**config.mk**
```make
export PLATFORM = sky130hd
export DESIGN_NAME = ppbtb_outbuf_flat
export DESIGN_NICKNAME = d
export VERILOG_FILES = /design/src/ppbtb_pkg.sv /design/src/ppbtb_ifs.sv /design/src/ppbtb_outbuf.sv /design/src/flat_wrapper.sv
export SDC_FILE = /design/constraint.sdc
export NUM_CORES = 1
export LEC_CHECK = 0
export CAP_MARGIN = 5
export CORE_AREA = 2 2 39 41
export CTS_CLUSTER_DIAMETER = 60
export CTS_CLUSTER_SIZE = 20
export DETAILED_ROUTE_END_ITERATION = 8
export DIE_AREA = 0 0 41 43
export DONT_BUFFER_PORTS = 1
export PLACE_DENSITY_LB_ADDON = 0.2
export SYNTH_ARGS = -nofsm -noshare
export SYNTH_HDL_FRONTEND = slang
export SYNTH_SLANG_ARGS = --single-unit
```
**constraint.sdc**
```tcl
create_clock -name clk -period 3 [get_ports clk]
set_input_delay 0.6 -clock clk [delete_from_list [all_inputs] [get_ports clk]]
set_output_delay 0.6 -clock clk [all_outputs]
set_load 0.05 [all_outputs]
```
**src/ppbtb_pkg.sv**
```systemverilog
// Shared constants, types and codes of the perceptron branch predictor.
package ppbtb_pkg;

    // Geometry (TABLE_ENTRIES is a power of two: the index is the low address bits)
    localparam int TABLE_ENTRIES = 1024;
    localparam int HISTORY_LEN   = 10;
    localparam int WEIGHT_BITS   = 8;
    localparam int PC_BITS       = 48;
    localparam int THR_BITS      = 10;

    localparam int IDX_BITS  = $clog2(TABLE_ENTRIES);
    localparam int TAG_BITS  = PC_BITS - IDX_BITS;
    localparam int SUM_BITS  = WEIGHT_BITS + $clog2(HISTORY_LEN) + 1;
    localparam int CMP_BITS  = (SUM_BITS > THR_BITS) ? SUM_BITS : THR_BITS;
    localparam int TREE_LVLS = $clog2(HISTORY_LEN);
    localparam int TREE_SIZE = 1 << TREE_LVLS;

    localparam logic [THR_BITS-1:0] THR_RESET = THR_BITS'(33);

    // History term codes: +1, -1 and 0 in two's complement
    localparam logic [1:0] HIST_POS  = 2'b01;
    localparam logic [1:0] HIST_NEG  = 2'b11;
    localparam logic [1:0] HIST_ZERO = 2'b00;

    localparam logic [WEIGHT_BITS-1:0] W_MAX = {1'b0, {(WEIGHT_BITS-1){1'b1}}};
    localparam logic [WEIGHT_BITS-1:0] W_MIN = {1'b1, {(WEIGHT_BITS-1){1'b0}}};
    localparam logic [WEIGHT_BITS-1:0] W_ONE = WEIGHT_BITS'(1);

    typedef logic [HISTORY_LEN-1:0][1:0] hist_vec_t;

    typedef struct packed {
        logic                                    valid;
        logic [TAG_BITS-1:0]                     tag;
        logic [HISTORY_LEN-1:0][WEIGHT_BITS-1:0] weights;
    } row_t;

    typedef struct packed {
        logic                en;
        logic [IDX_BITS-1:0] addr;
        row_t                row;
    } wr_req_t;

    typedef struct packed {
        logic hit;
        logic predicted_taken;
        logic correct;
        logic replaced;
    } res_t;

endpackage

```
**src/ppbtb_ifs.sv**
```systemverilog


interface ppbtb_result_if;
    logic valid;
    logic ready;
    logic hit;
    logic predicted_taken;
    logic correct;
    logic replaced;

    modport source (output valid, output hit, output predicted_taken, output correct,
                    output replaced, input ready);
    modport sink   (input valid, input hit, input predicted_taken, input correct,
                    input replaced, output ready);
endinterface

```
**src/ppbtb_outbuf.sv**
```systemverilog
// Result register with one skid entry toward the output channel.
module ppbtb_outbuf (
    input  logic            clk,
    input  logic            rst_n,
    input  logic            push,
    input  ppbtb_pkg::res_t data,
    output logic            room,
    ppbtb_result_if.source  result
);
    import ppbtb_pkg::*;

    logic main_valid_reg;
    logic skid_valid_reg;
    res_t main_reg;
    res_t skid_reg;
    logic main_free;

    assign main_free = !main_valid_reg || result.ready;
    assign room      = !skid_valid_reg;

    always_ff @(posedge clk or negedge rst_n)
    begin
        if (!rst_n)
        begin
            main_valid_reg <= 1'b0;
            skid_valid_reg <= 1'b0;
        end
        else if (main_free)
        begin
            main_valid_reg <= skid_valid_reg || push;
            skid_valid_reg <= 1'b0;
        end
        else if (push)
        begin
            skid_valid_reg <= 1'b1;
        end
    end

    always_ff @(posedge clk)
    begin
        if (main_free)
        begin
            main_reg <= skid_valid_reg ? skid_reg : data;
        end
        else if (push)
        begin
            skid_reg <= data;
        end
    end

    assign result.valid           = main_valid_reg;
    assign result.hit             = main_reg.hit;
    assign result.predicted_taken = main_reg.predicted_taken;
    assign result.correct         = main_reg.correct;
    assign result.replaced        = main_reg.replaced;

    a_skid_behind_main: assert property (@(posedge clk) disable iff (!rst_n)
        skid_valid_reg |-> main_valid_reg)
        else $error("skid entry held with empty result register");

endmodule
```
**src/flat_wrapper.sv**
```systemverilog
// flat-port wrapper written by rule: the top's interface ports become plain ports
module ppbtb_outbuf_flat import ppbtb_pkg::*;
  (clk, rst_n, push, data, room, result_valid, result_hit, result_predicted_taken, result_correct, result_replaced, result_ready);
  ppbtb_result_if result_i ();
  input  logic clk;
  input  logic rst_n;
  input  logic push;
  input  ppbtb_pkg::res_t data;
  output logic room;
  output wire logic [$bits(result_i.valid)-1:0] result_valid;
  output wire logic [$bits(result_i.hit)-1:0] result_hit;
  output wire logic [$bits(result_i.predicted_taken)-1:0] result_predicted_taken;
  output wire logic [$bits(result_i.correct)-1:0] result_correct;
  output wire logic [$bits(result_i.replaced)-1:0] result_replaced;
  input wire logic [$bits(result_i.ready)-1:0] result_ready;
  assign result_valid = result_i.valid;
  assign result_hit = result_i.hit;
  assign result_predicted_taken = result_i.predicted_taken;
  assign result_correct = result_i.correct;
  assign result_replaced = result_i.replaced;
  assign result_i.ready = result_ready;
  ppbtb_outbuf u_core (.clk(clk), .rst_n(rst_n), .push(push), .data(data), .room(room), .result(result_i));
endmodule
```
==> key figures <==
Drt
  – DR pass1 iterations: 3
  – Drc violations: 0
  – Wl on met1: 246 um
  – DR iter-0 viols: 7
  – Highest Signal Layer: met3
  – Vias per cell: 4.220
  – Post-route ant nets: 0
  – Total routed wirelength: 570 um
  – Met2 WL: 282 um
  – Routed len/inst: 13.90 um
  – Via count: 173
  – Met3 wire length: 41 um

Clock network
  – CTS Root Cell: clkbuf_4
  – Worst-path clk slew: 70 ps
  – Clock latency on the worst-skew pair: 260 ps
  – CTS H-Tree Depth: 1
  – CTS tree: built
  – Clk sinks: 10
  – Post-CTS sizing: 0
  – Post-CTS setup buffers: 0
  – CTS buffer count: 3
  – Cts hold-fix bufs: 0
  – Longest Clk Path Bufs: 2

Synth
  – Synth Warn #: 0
  – Mean Syn Cell Area: 17.34 um^2
  – Library cells used by synthesis: 7
  – FF+latch count, synth: 10
  – Seq/Total Area, Yosys: 79.73%
  – Cell Area, Synth: 364.1 um^2
  – Syn_nets: 29
  – Synth Instances: 21

Global routing
  – Vias in the first global route: 217
  – Initial antenna violation count: 0
  – Largest net degree at the start of global routing: 8
  – Congestion Overflow GR: 0
  – Gr usage total: 8.589%
  – First-pass GRT wire length: 952 um

Power
  – Leak pwr: 0.1548 nW
  – Sw frac: 25.89%
  – Internal: 0.2419 mW
  – Overall Power: 0.3263 mW
  – Comb pwr share: 5.0%
  – Net Switching: 0.08448 mW
  – Clk pwr share: 37.0%
  – Peak supply drop: 0.3052 mV
  – Part of the power in registers: 58.0%
  – Pwr/cell area: 776.2 nW/um^2

Final layout
  – Fillers: 148
  – Commonest non-fill, non-tap cell in the layout: edfxtp_1
  – Reg area: 290.3 um^2
  – Diode count: 0
  – Final core occ: 30.38%
  – Area of the multi-input gates: 66.31 um^2
  – Final nets: 34
  – Layout area overhead: 15.46%
  – Fraction of layout cells with a size suffix above 1: 32.00%
  – Max reg flops: 4
  – Final instance area: 420.4 um^2
  – Most frequent cells in the layout: edfxtp_1 (8), mux2_2 (4), nor2_1 (3), clkbuf_4 (3)

Timing
  – Final period utilization: 55.98%
  – Fin. Hold Viols: 0
  – Worst setup margin: 1321 ps
  – Setup Skew: 1.377 ps
  – Max Fclk: 595.5 MHz
  – Actual slew at the worst max-slew pin: 480.6 ps
  – Finish-stage setup viols: 0
  – Slew margin rel.: 67.96%
  – Max-slew violation count: 0
  – Final min period: 1679 ps
  – Setup_tns: 0 ps
  – RSZ-0062 raised after global routing: false

Floorplanning
  – Die H: 43 um
  – CORE AREA: 1384 um^2
  – Cell Rows: 14
  – IO Pins: 14
  – Die span in x: 41 um
  – Die ar.: 1763 um^2
  – Initial Util: 26.31%

Setup path
  – CP Max Fanout: 6
  – R2R setup slack: 1340 ps
  – CP Capture Type: output port
  – CP Class: reg2out
  – CP bufs+invs: 1
  – Worst setup SP type: flop
  – Max incr delay on CP: 460 ps
  – Critical Path AT: 1080 ps
  – Slowest CP cell: dfrtp_1
  – Largest delay share family, worst path: flip-flops
  – Cell-by-cell trace of the critical path: inv_1
  – Worst Path Required: 2400 ps

Placed design
  – Final GP Congestion: 0.5953
  – Placed standard-cell area: 384.1 um^2
  – Pre-CTS setup slack: 1292 ps
  – Number of port buffers: 0

Run status
  – Run status: complete, no violations

Min path
  – HP Class: in2async

Run
  – Max cap viols: 0
[per-stage QoR]
step	hold slack, ps	instances
detailed placement	304.5	37
floorplan	304.4	21
finish	25.92	41
global route	13.50	41
CTS	16.20	41
global placement	304.5	37
[worst paths after layout]
kind,depth (start not counted),endpoint,from
max,1,room,u_core.skid_valid_reg
min,0,u_core.result.valid,rst_n
max reg2reg,2,u_core.skid_reg[0],u_core.result.valid
min reg2reg,1,u_core.result.replaced,u_core.skid_reg[0]
max in group asynchronous,0,u_core.skid_valid_reg,rst_n
min in group clk,0,u_core.skid_reg[2],data[2]
[routing by layer]
metal	vias up	track usage [%]
met1	84	11.26
li1	80	-
met2	9	10.94
met3	0	3.665
met4	0	6.000
met5	-	0
[Yosys cell counts]
cell / instances / area [um^2]
nand2_1: 1 / 3.750
nor2_1: 3 / 11.26
inv_1: 2 / 7.510
nand2b_1: 1 / 6.260
dfrtp_1: 2 / 50.05
edfxtp_1: 8 / 240.2
mux2_2: 4 / 45.04
[layout make-up]
class,instances,share of cell area (%)
flip-flops and latches,10,69.05
clock buffers,4,8.631
well taps,16,4.762
multi-input cells,9,15.77
inverters,2,1.786
[cell families (layout without fill, tap and decap cells)]
| kind of cell | count (synthesis) | in the layout | synth area share [%] |
|---|---|---|---|
| and+or+nand+nor | 5 | 5 | 5.842 |
| DFF | 10 | 10 | 79.73 |
| buffers and inverters | 2 | 6 | 2.063 |
| muxes | 4 | 4 | 12.37 |
[power groups by stage]
stage | Combinational [mW] | Sequential, mW | Clock (mW)
floorplan | 0.0142 | 0.191 | 0
global placement | 0.0157 | 0.192 | 0
detailed placement | 0.0164 | 0.193 | 0
CTS | 0.0165 | 0.190 | 0.125
global route | 0.0179 | 0.191 | 0.129
finish | 0.0162 | 0.189 | 0.121
Power figures use the tool's default switching activity.
